### src/design/sld_pkg.sv
// shared types and constants of the sync-word length-prefixed deframer
`default_nettype none

package sld_pkg;

  // apb address width: one word register, plus one bit to tell writes past it
  localparam int unsigned PADDR_W = 3;
  localparam int unsigned PDATA_W = 32;

  // word index of the sync word register within the apb map
  localparam logic REG_SYNC_WORD = 1'b0;

  localparam logic [31:0] SYNC_RESET = 32'h0000_01A5;

  // header byte positions after the sync word
  localparam logic [3:0] HDR_LEN_LO = 4'd1;
  localparam logic [3:0] HDR_LEN_HI = 4'd2;
  localparam logic [3:0] HDR_LAST   = 4'd11;

  localparam logic KIND_PAYLOAD = 1'b0;
  localparam logic KIND_EMPTY   = 1'b1;

  typedef enum logic [1:0] {
    PH_HUNT    = 2'd0,
    PH_HEADER  = 2'd1,
    PH_PAYLOAD = 2'd2
  } phase_e;

  typedef struct packed {
    logic [7:0] payload_byte;
    logic       kind;
    logic       frame_first;
    logic       frame_last;
  } out_t;

  typedef struct packed {
    logic valid;
    out_t data;
  } res_t;

endpackage

`default_nettype wire

### src/design/sld_if.sv
// stream channel interfaces for input bytes and deframed results
`default_nettype none

interface sld_in_if;
  logic       valid;
  logic       ready;
  logic [7:0] data_byte;

  modport source (output valid, output data_byte, input ready);
  modport sink (input valid, input data_byte, output ready);
endinterface

interface sld_out_if;
  logic       valid;
  logic       ready;
  logic [7:0] payload_byte;
  logic       kind;
  logic       frame_first;
  logic       frame_last;

  modport source (output valid, output payload_byte, output kind, output frame_first,
                  output frame_last, input ready);
  modport sink (input valid, input payload_byte, input kind, input frame_first,
                input frame_last, output ready);
endinterface

`default_nettype wire

### src/design/sync_length_deframer_top.sv
// top level of the sync-word length-prefixed deframer with apb register port
`default_nettype none

// Byte-stream deframer. Bytes arrive on in_i, one per transfer, and the block
// hunts for the 32-bit sync word (first byte received is the high byte; reset
// value 0x1A5, written through the apb port at byte address 0). The twelve
// header bytes after it are consumed: byte 0 ignored, bytes 1 and 2 the
// little-endian payload length, bytes 3 to 11 ignored. The payload bytes then
// leave on out_o with kind 0, frame_first on the first and frame_last on the
// last. A zero length gives a single result with kind 1 and a zero byte on
// the last header byte, and the hunt starts again with the shift register set
// to all ones, as it is after every frame. If the sync word is all ones, the
// first byte after a frame counts as header byte zero. The block takes one
// byte per clock while the skid entry is free: all parsing for a byte is
// done in the cycle it is accepted and its result goes into a register of the
// two-entry output stage, which keeps on accepting input bytes while a
// result waits; input stalls only when both entries are full. The apb port
// has no wait states; configure it only while the block is idle.

module sync_length_deframer_top import sld_pkg::*; (
  input  wire logic               clk_i,
  input  wire logic               rst_ni,
  input  wire logic               psel,
  input  wire logic               penable,
  input  wire logic               pwrite,
  input  wire logic [PADDR_W-1:0] paddr,
  input  wire logic [PDATA_W-1:0] pwdata,
  output logic      [PDATA_W-1:0] prdata,
  output logic                    pready,
  sld_in_if.sink                  in_i,
  sld_out_if.source               out_o
);

  logic [31:0] sync_word_q;
  logic        reg_sel;
  logic        acc;
  logic        space;
  res_t        res;
  out_t        out_data;

  // word address select: one register, anything past it reads as zero
  assign reg_sel = (paddr[2] == REG_SYNC_WORD);
  assign pready  = 1'b1;
  assign prdata  = reg_sel ? sync_word_q : '0;

  always_ff @(posedge clk_i or negedge rst_ni) begin
    if (!rst_ni) begin
      sync_word_q <= SYNC_RESET;
    end else if (psel && penable && pwrite && reg_sel) begin
      sync_word_q <= pwdata;
    end
  end

  // input transfer whenever the skid entry is free
  assign in_i.ready = space;
  assign acc        = in_i.valid && space;

  sld_core u_core (
    .clk_i       (clk_i),
    .rst_ni      (rst_ni),
    .acc_i       (acc),
    .data_byte_i (in_i.data_byte),
    .sync_word_i (sync_word_q),
    .res_o       (res)
  );

  sld_obuf u_obuf (
    .clk_i       (clk_i),
    .rst_ni      (rst_ni),
    .push_i      (res),
    .space_o     (space),
    .out_valid_o (out_o.valid),
    .out_data_o  (out_data),
    .out_ready_i (out_o.ready)
  );

  assign out_o.payload_byte = out_data.payload_byte;
  assign out_o.kind         = out_data.kind;
  assign out_o.frame_first  = out_data.frame_first;
  assign out_o.frame_last   = out_data.frame_last;

  a_empty_has_no_marks: assert property (@(posedge clk_i) disable iff (!rst_ni)
    (out_o.valid && out_o.kind == KIND_EMPTY) |->
      (out_o.payload_byte == '0 && !out_o.frame_first && !out_o.frame_last))
    else $error("empty-frame result carries payload marks");

  a_result_needs_input: assert property (@(posedge clk_i) disable iff (!rst_ni)
    res.valid |-> acc)
    else $error("result produced without an input transfer");

  a_cfg_idle: assert property (@(posedge clk_i) disable iff (!rst_ni)
    (psel && penable && pwrite && reg_sel) |-> !acc)
    else $error("sync word written during an input transfer");

endmodule

`default_nettype wire

### src/design/sld_core.sv
// deframer state machine: sync hunt, header parse and payload pass-through
`default_nettype none

module sld_core import sld_pkg::*; (
  input  wire logic        clk_i,
  input  wire logic        rst_ni,
  input  wire logic        acc_i,
  input  wire logic [7:0]  data_byte_i,
  input  wire logic [31:0] sync_word_i,
  output res_t             res_o
);

  phase_e      phase_q, phase_d;
  logic [31:0] shift_q, shift_d;
  logic [3:0]  hcnt_q, hcnt_d;
  logic [7:0]  len_lo_q, len_lo_d;
  logic [15:0] left_q, left_d;

  logic [31:0] shifted;
  logic        held_match;
  logic        new_match;
  logic        hdr_done;
  logic        pay_last;

  assign shifted    = {shift_q[23:0], data_byte_i};
  assign held_match = (shift_q == sync_word_i);
  assign new_match  = (shifted == sync_word_i);
  assign hdr_done   = (hcnt_q >= HDR_LAST);
  assign pay_last   = (left_q <= 16'd1);

  // hunt shift, header count and length bookkeeping
  always_comb begin
    shift_d  = shift_q;
    hcnt_d   = hcnt_q;
    len_lo_d = len_lo_q;
    left_d   = left_q;
    case (phase_q)
      PH_HEADER: begin
        if (hcnt_q == HDR_LEN_LO) begin
          len_lo_d = data_byte_i;
        end
        if (hcnt_q == HDR_LEN_HI) begin
          left_d = {data_byte_i, len_lo_q};
        end
        if (hdr_done) begin
          hcnt_d = '0;
          if (left_q == '0) begin
            shift_d = '1;
          end
        end else begin
          hcnt_d = hcnt_q + 4'd1;
        end
      end
      PH_PAYLOAD: begin
        hcnt_d = 4'd1;
        left_d = left_q - 16'd1;
        if (pay_last) begin
          shift_d = '1;
          hcnt_d  = '0;
        end
      end
      default: begin
        if (held_match) begin
          // match already held: this byte is header byte zero
          hcnt_d = 4'd1;
        end else begin
          shift_d = shifted;
          hcnt_d  = '0;
        end
      end
    endcase
  end

  // next phase
  always_comb begin
    phase_d = phase_q;
    case (phase_q)
      PH_HEADER: begin
        if (hdr_done) begin
          phase_d = (left_q == '0) ? PH_HUNT : PH_PAYLOAD;
        end
      end
      PH_PAYLOAD: begin
        if (pay_last) begin
          phase_d = PH_HUNT;
        end
      end
      default: begin
        phase_d = (held_match || new_match) ? PH_HEADER : PH_HUNT;
      end
    endcase
  end

  // result of the current byte
  always_comb begin
    res_o = '0;
    case (phase_q)
      PH_HEADER: begin
        if (hdr_done && left_q == '0) begin
          res_o.valid     = acc_i;
          res_o.data.kind = KIND_EMPTY;
        end
      end
      PH_PAYLOAD: begin
        res_o.valid             = acc_i;
        res_o.data.payload_byte = data_byte_i;
        res_o.data.kind         = KIND_PAYLOAD;
        res_o.data.frame_first  = (hcnt_q == '0);
        res_o.data.frame_last   = pay_last;
      end
      default: begin
        res_o = '0;
      end
    endcase
  end

  always_ff @(posedge clk_i or negedge rst_ni) begin
    if (!rst_ni) begin
      phase_q  <= PH_HUNT;
      shift_q  <= '1;
      hcnt_q   <= '0;
      len_lo_q <= '0;
      left_q   <= '0;
    end else if (acc_i) begin
      phase_q  <= phase_d;
      shift_q  <= shift_d;
      hcnt_q   <= hcnt_d;
      len_lo_q <= len_lo_d;
      left_q   <= left_d;
    end
  end

  a_payload_has_bytes: assert property (@(posedge clk_i) disable iff (!rst_ni)
    phase_q == PH_PAYLOAD |-> left_q != '0)
    else $error("payload phase with no bytes left");

  a_header_count_range: assert property (@(posedge clk_i) disable iff (!rst_ni)
    phase_q == PH_HEADER |-> hcnt_q <= HDR_LAST)
    else $error("header count beyond last header byte");

  a_hunt_count_clear: assert property (@(posedge clk_i) disable iff (!rst_ni)
    phase_q == PH_HUNT |-> hcnt_q == '0)
    else $error("header count not cleared while hunting");

  a_empty_rearms: assert property (@(posedge clk_i) disable iff (!rst_ni)
    (res_o.valid && res_o.data.kind == KIND_EMPTY) |=> (phase_q == PH_HUNT && shift_q == '1))
    else $error("empty frame did not re-arm the hunt");

endmodule

`default_nettype wire

### src/design/sld_obuf.sv
// two-entry result buffer: output register plus skid register
`default_nettype none

module sld_obuf import sld_pkg::*; (
  input  wire logic clk_i,
  input  wire logic rst_ni,
  input  wire res_t push_i,
  output logic      space_o,
  output logic      out_valid_o,
  output out_t      out_data_o,
  input  wire logic out_ready_i
);

  logic out_vld_q, skid_vld_q;
  out_t out_q, skid_q;
  logic take;

  assign take        = out_vld_q && out_ready_i;
  assign space_o     = !skid_vld_q;
  assign out_valid_o = out_vld_q;
  assign out_data_o  = out_q;

  always_ff @(posedge clk_i or negedge rst_ni) begin
    if (!rst_ni) begin
      out_vld_q  <= 1'b0;
      skid_vld_q <= 1'b0;
    end else if (push_i.valid) begin
      if (out_vld_q && !out_ready_i) begin
        skid_vld_q <= 1'b1;
      end else begin
        out_vld_q <= 1'b1;
      end
    end else if (take) begin
      if (skid_vld_q) begin
        skid_vld_q <= 1'b0;
      end else begin
        out_vld_q <= 1'b0;
      end
    end
  end

  always_ff @(posedge clk_i) begin
    if (push_i.valid) begin
      if (out_vld_q && !out_ready_i) begin
        skid_q <= push_i.data;
      end else begin
        out_q <= push_i.data;
      end
    end else if (take && skid_vld_q) begin
      out_q <= skid_q;
    end
  end

  a_skid_behind_out: assert property (@(posedge clk_i) disable iff (!rst_ni)
    skid_vld_q |-> out_vld_q)
    else $error("skid entry held with empty output register");

  a_no_push_when_full: assert property (@(posedge clk_i) disable iff (!rst_ni)
    !(push_i.valid && skid_vld_q))
    else $error("result pushed into full buffer");

  a_skid_moves_up: assert property (@(posedge clk_i) disable iff (!rst_ni)
    (skid_vld_q && out_ready_i) |=> (out_vld_q && !skid_vld_q && out_q == $past(skid_q)))
    else $error("skid entry not moved to output register");

endmodule

`default_nettype wire

### src/flat_wrapper.sv
// flat-port wrapper written by rule: the top's interface ports become plain ports
module sync_length_deframer_top_flat import sld_pkg::*;
  (clk_i, rst_ni, psel, penable, pwrite, paddr, pwdata, prdata, pready, in_i_valid, in_i_data_byte, in_i_ready, out_o_valid, out_o_payload_byte, out_o_kind, out_o_frame_first, out_o_frame_last, out_o_ready);
  sld_in_if in_i_i ();
  sld_out_if out_o_i ();
  input  wire logic clk_i;
  input  wire logic rst_ni;
  input  wire logic psel;
  input  wire logic penable;
  input  wire logic pwrite;
  input  wire logic [PADDR_W-1:0] paddr;
  input  wire logic [PDATA_W-1:0] pwdata;
  output logic      [PDATA_W-1:0] prdata;
  output logic pready;
  input wire logic [$bits(in_i_i.valid)-1:0] in_i_valid;
  input wire logic [$bits(in_i_i.data_byte)-1:0] in_i_data_byte;
  output wire logic [$bits(in_i_i.ready)-1:0] in_i_ready;
  output wire logic [$bits(out_o_i.valid)-1:0] out_o_valid;
  output wire logic [$bits(out_o_i.payload_byte)-1:0] out_o_payload_byte;
  output wire logic [$bits(out_o_i.kind)-1:0] out_o_kind;
  output wire logic [$bits(out_o_i.frame_first)-1:0] out_o_frame_first;
  output wire logic [$bits(out_o_i.frame_last)-1:0] out_o_frame_last;
  input wire logic [$bits(out_o_i.ready)-1:0] out_o_ready;
  assign in_i_i.valid = in_i_valid;
  assign in_i_i.data_byte = in_i_data_byte;
  assign in_i_ready = in_i_i.ready;
  assign out_o_valid = out_o_i.valid;
  assign out_o_payload_byte = out_o_i.payload_byte;
  assign out_o_kind = out_o_i.kind;
  assign out_o_frame_first = out_o_i.frame_first;
  assign out_o_frame_last = out_o_i.frame_last;
  assign out_o_i.ready = out_o_ready;
  sync_length_deframer_top u_core (.clk_i(clk_i), .rst_ni(rst_ni), .psel(psel), .penable(penable), .pwrite(pwrite), .paddr(paddr), .pwdata(pwdata), .prdata(prdata), .pready(pready), .in_i(in_i_i), .out_o(out_o_i));
endmodule
### config.mk
export PLATFORM = sky130hd
export DESIGN_NAME = sync_length_deframer_top_flat
export DESIGN_NICKNAME = d
export VERILOG_FILES = /design/src/design/sld_pkg.sv /design/src/design/sld_if.sv /design/src/design/sync_length_deframer_top.sv /design/src/design/sld_core.sv /design/src/design/sld_obuf.sv /design/src/flat_wrapper.sv
export SDC_FILE = /design/constraint.sdc
export NUM_CORES = 1
export LEC_CHECK = 0
export BUFFER_PORTS_ARGS = -buffer_cell sky130_fd_sc_hd__buf_2
export CAP_MARGIN = 20
export CELL_PAD_IN_SITES_DETAIL_PLACEMENT = 1
export CELL_PAD_IN_SITES_GLOBAL_PLACEMENT = 1
export CORE_MARGIN = 4
export CORE_UTILIZATION = 49
export DETAILED_ROUTE_END_ITERATION = 7
export HOLD_SLACK_MARGIN = 0.06
export MAX_ROUTING_LAYER = met4
export PLACE_DENSITY = 0.81
export REMOVE_ABC_BUFFERS = 1
export SLEW_MARGIN = 20
export SYNTH_ARGS = -nofsm -noshare
export SYNTH_HDL_FRONTEND = slang
export SYNTH_SLANG_ARGS = --single-unit
### constraint.sdc
create_clock -name clk_i -period 6.74 [get_ports clk_i]
set_input_delay 0 -clock clk_i [delete_from_list [all_inputs] [get_ports clk_i]]
set_output_delay 0 -clock clk_i [all_outputs]
set_load 0.005 [all_outputs]
Word-level counts from Yosys, hierarchy flattened
Cells that the tools add are included.
Operators by class
  reduce and logical (&&, ||, !) cells: 24
  $mul: 0
  divide/modulo/power cells: 0
  multiplexer cells: 33
  equal/unequal tests: 14
  shifts and indexed selects: 0
  $lt $le $gt $ge: 2
  add/subtract/negate cells: 2
  bitwise logic cells: 1
Operators by type and width (number)
  32-bit two-way mux: 5
  32-bit equality test: 2
  32-bit one-hot mux with 2 select lines: 1
  11-bit two-way mux: 3
  16-bit one-hot mux with 2 select lines: 1
  16-bit by 1-bit <= comparator with 1-bit output, second input constant: 1
  16-bit zero test: 1
  16-bit two-way mux: 1
  16-bit by 1-bit subtractor with 16-bit output, second input constant: 1
  1-bit two-way mux: 13
  2-bit inequality test, second input constant: 6
  3-bit AND reduction: 4
  1-bit logical AND: 8
  2-bit two-way mux: 4
  8-bit two-way mux: 1
  4-bit one-hot mux with 2 select lines: 1
  2-bit AND reduction: 3
  2-bit nonzero test: 3
  5-bit AND reduction: 1
  4-bit by 1-bit adder with 4-bit output, second input constant: 1
  4-bit by 1-bit equality test with 1-bit output, second input constant: 1
  4-bit by 2-bit equality test with 1-bit output, second input constant: 1
  4-bit greater-or-equal comparator, second input constant: 1
  4-bit zero test: 1
  other kinds (10): 11
Storage, ports and cells
  memory bits (read-only): 0
  bits in latches: 0
  output and inout bits: 46
  logic and storage cells: 92
  input bits: 50
  memories: 0
  flip-flop bits (word level): 118
  bits in writable memories: 0

Longest topological paths before layout
  depth in word-level cells: 6
  depth in mapped cells: 8
  gate-level depth less buffers: 7

By module
From an unflattened synthesis, not the netlist that was laid out.
Unflattened totals
  cell total of the unflattened synthesis: 556
  area total of the unflattened synthesis: 6707.7 µm²
By module, submodules not included
  sld_core: sequential area each 1591.5 µm², area an instance 4197.8 µm², cells each 402, instances 1
  sync_length_deframer_top: sequential area each 807.0 µm², area an instance 1566.5 µm², cells each 106, instances 1
  sld_obuf: sequential area each 710.7 µm², area an instance 943.4 µm², cells each 48, instances 1

Worst setup path after synthesis
Ideal clock, no wire load.
  path kind: reg2reg
  from: register u_core.u_core.left_q[4]
  to: register u_core.u_obuf.skid_q[0] (netlist bit) (enable)
  arrival time: 2.402 ns
  setup time: 0.393 ns
  path buffers: 2
  setup slack: 3.944 ns
  data required time: 6.347 ns
  clock period less this slack: 2.796 ns
  stages on the path, launching flop included: 8
  path through: dfrtp_1 -> buf_6 -> nor4_4 -> nand4_2 -> nor3_1 -> o21ai_2 -> buf_2 -> nor3_1
On the way
  longest elaborated chain between the ends: 5
Ends and longest elaborated chain
  start: declaration: line sld_core.sv:17  | logic [15:0] left_q, left_d;
  start signal: assignment: line sld_core.sv:129  | left_q <= left_d;
  16-bit zero test: line sld_core.sv:99  | if (hdr_done && left_q == '0) begin
  1-bit logical AND: line sld_core.sv:99
  1-bit two-way mux: line sld_core.sv:99
  1-bit one-hot mux with 2 select lines: line sld_core.sv:97  | case (phase_q)
  2-bit AND reduction (no source line)
  end signal: assignment: line sld_obuf.sv:45  | skid_q <= push_i.data;
  end: declaration: line sld_obuf.sv:15  | out_t out_q, skid_q;
No other way between the ends.
A chain may end at the register's enable or synchronous reset.

Final worst setup path
  from: register u_core.u_core.left_q[13]
  to: register u_core.u_obuf.out_q, in the netlist u_core.u_obuf.out_data_o[2] (enable)
On the way
  longest elaborated chain between the ends: 6
  elaborated cells between the ends (all ways): 7
  those cells by class: eq/ne: 1; mux: 2; reduce/logical: 4
Ends and longest elaborated chain
  16-bit zero test (*): line sld_core.sv:99
  1-bit logical AND (*): line sld_core.sv:99
  1-bit two-way mux (*): line sld_core.sv:99
  1-bit one-hot mux with 2 select lines (*): line sld_core.sv:97
  2-bit inequality test (no source line) or 2-bit nonzero test (tied branches)
  2-bit AND reduction (no source line) (*)
  end signal: assignment: line sld_obuf.sv:47  | out_q <= push_i.data;
  end signal: assignment: line sld_obuf.sv:50  | out_q <= skid_q;
  end: declaration: line sld_obuf.sv:15
Mark *: on every way between the ends. The rest lies on a longest branch, timed or not.

==> results.json <==
{
  "status": "finished, final reports clean",
  "max_freq_mhz": 349.6,
  "yosys.area_share.simple": 0.1477,
  "fin_ws_ps": 3879,
  "cp-startpoint": "u_core.u_core.left_q[13]$_DFFE_PN0P_",
  "place_congestion": 0.8822,
  "cts-resized-gates": 0,
  "yosysWarningCount": 0,
  "dpl.hpwl_mm": 11.53,
  "holdWs_ps": 49.27,
  "vias": 4827,
  "synth_compound_area_frac": 0.08214,
  "crit_path_end_kind": "register",
  "synth_top_area_frac": 0.2308,
  "final_cell_area_um2": 7940,
  "h-tree-depth": 4,
  "reg2reg_depth": 5,
  "grt_overflow": 0,
  "grt_pass1_vias": 5307,
  "hold_viol_final": 0,
  "synthTopCellsByCount": "dfrtp_1 (59), mux2_2 (42), dfstp_2 (37), nand2b_1 (35), nor2b_1 (35)",
  "finalCritPeriodShare": 0.4244,
  "synthArstFlopShare": 0.8136,
  "synth.avg_cell_area_um2": 11.63,
  "critPathMaxFanout": 14,
  "cts_setup_buffers": 0,
  "r2r_slack_ps": 3880,
  "post-route-min-period_ps": 2861,
  "pin_count": 96,
  "drv_slew": 0,
  "core_um2": 12720,
  "min_path_type": "in -> async",
  "route.detailed.drc": 0,
  "first_iter_violations": 276,
  "r2r_start": "u_core.u_core.left_q[13]$_DFFE_PN0P_",
  "dp.cells": 795,
  "hold_buffers": 42,
  "initial_utilization": 0.5029,
  "synth_fa_ha_area_frac": 0.01760,
  "io_buffers": 92,
  "grt_max_degree": 69,
  "relSlewSlack": 0.3955,
  "grt_first_pass_wirelength_mm": 29.52,
  "yosysMostFrequentCell": "dfrtp_1",
  "crit_path_start_kind": "register",
  "numCtsBuffers": 17,
  "cap_violations": 0,
  "worstPathArrival_ps": 2910,
  "final_cells": 869,
  "muxShareOfSynthArea": 0.1506,
  "syn_area_um2": 6397,
  "irDropWorstVdd_v": 0.0001628,
  "gr-usage-all-layers": 0.2672,
  "ys_seq_area_frac": 0.4860,
  "die_h_um": 122.3,
  "place_ws_ps": 3569,
  "power_density_nw_per_um2": 371.8,
  "routed_wl_mm": 18.46,
  "worstMarginPinSlew_ps": 906.7,
  "p_leak_nw": 3.447,
  "synth_top_area_cell": "dfrtp_1",
  "drt-vias-per-instance": 5.555,
  "synth_cells": 550,
  "criticalPathCategory": "reg -> reg",
  "synth.distinct_cells": 47,
  "synth_seq_cells": 118,
  "ys_top_cells_by_area": "dfrtp_1 (23%), dfstp_2 (15%), edfxtp_1 (10%)",
  "fp.dieW_um": 122.3,
  "place_area_um2": 6995,
  "cts_tree": "yes",
  "clk_latency_ps": 420,
  "antenna_cells": 0,
  "clkSlewWorstSetupHoldPaths_ps": 60,
  "die-area_um2": 14950,
  "setup_tns_ps": 0,
  "setup_viol": 0,
  "layout-drive-gt1-share": 0.3415,
  "clock_skew_ps": 11.52,
  "ys.flop_type": "dfrtp_1",
  "rsz0062_at_grt": "no",
  "synth_xor_area_frac": 0.08762,
  "cts_root_buf": "clkbuf_16",
  "fillCellCount": 1350,
  "antenna_found_initial": 0,
  "synth_top_family_by_area": "multiplexers",
  "clockBufferDepth": 2,
  "nets": 743,
  "firstDrtPassIters": 5,
  "antenna_left": 0,
  "r2r-end": "u_core.u_obuf.out_data_o[2]$_DFFE_PP_",
  "synth_edf_count": 22,
  "rows": 41,
  "wl_per_cell_um": 21.25,
  "clock_sinks": 118,
  "required_ps": 6790,
  "syn2layout_area_growth_pct": 24.12
}
cell type report:
cell class	instances	area (um2)	share of cell area
Multi-Input combinational cell	394	3117	0.3925
Clock inverter	5	25.02	0.003152
Inverter	12	45.04	0.005673
Timing Repair Buffer	141	935.9	0.1179
Sequential cell	118	3109	0.3916
Clock buffer	27	493.0	0.06209
Tap cell	172	215.2	0.02710
state kept, by name (all words and copies together), names as in the netlist:
signal                     flops
u_core.u_core.len_lo_q         8
u_core.u_obuf.out_valid_o      1
u_core.u_obuf.skid_q          11
u_core.u_core.phase_q          2
u_core.u_core.shift_q         32
u_core.sync_word_q            32
u_core.u_obuf.skid_vld_q       1
u_core.u_core.hcnt_q           4
u_core.u_obuf.out_data_o      11
u_core.u_core.left_q          16
worst max-delay path, stage by stage, from the launching register on:
cell and delay (ps):
dfrtp_1 410, nor4_1 480, nand4_2 260, nor3_1 460, o21ai_2 290, a2bb2oi_2 590
how the worst max path moves through the flow:
stage                     depth (start not counted)                                     end  slack, ps
after floorplan                                   5   u_core.u_core.shift_q[31]$_DFFE_PN1P_       3650
after global placement                            5  u_core.u_obuf.out_data_o[10]$_DFFE_PP_       3660
after detailed placement                          5   u_core.u_obuf.out_data_o[4]$_DFFE_PP_       3570
after CTS                                         5   u_core.u_obuf.out_data_o[0]$_DFFE_PP_       3510
after global routing                              5   u_core.u_obuf.out_data_o[8]$_DFFE_PP_       3640
final                                             5   u_core.u_obuf.out_data_o[2]$_DFFE_PP_       3880
placed cells by master, fill, tap and decap left out, drive strengths merged, types with 4 or more instances in the layout:
cell,count
o21ai,18
nand2b,35
clkbuf,27
nor2b,35
nand3,6
o22a,5
a2bb2oi,4
buf,99
xnor2,32
dfrtp,59
dlygate4sd3,42
nand2,20
a22o,11
edfxtp,22
ha,9
clkinv,5
inv,12
nor3,6
and3,5
dfstp,37
a21oi,25
xor2,32
nor2,20
mux2i,4
nor4,12
mux2,72
and2,10
nand4,12
stage by stage:
step	power, mW	utilization
after detailed placement	2.066	0.5499
after CTS	2.917	0.6236
final	2.952	0.6241
after floorplan	1.799	-
after global routing	3.086	0.6241
after global placement	2.006	0.5499
layer usage:
metal | global-route usage | wire [um] | vias to the layer above
met4 | 0.08537 | 301 | 0
met1 | 0.3380 | 7854 | 2478
met2 | 0.4435 | 9571 | 114
met3 | 0.04194 | 736 | 28
li1 | - | - | 2207
met5 | - | 0 | -
power by group:
| part | internal, mW | switching [mW] | leakage [nW] |
|---|---|---|---|
| Combinational | 0.483 | 0.386 | 1.86 |
| Clock | 0.495 | 0.319 | 0.259 |
| Sequential | 0.995 | 0.274 | 1.33 |
| Total | 1.97 | 0.979 | 3.45 |
kinds of logic after synthesis:
family                     after synthesis
and+or+nand+nor                        165
adders and majority gates                9
AOI/OAI and AO/OA                       79
muxes                                   76
other                                    1
buffers and inverters                   38
DFF                                    118
xor gates and xnor gates                64
Power figures use the tool's default switching activity.
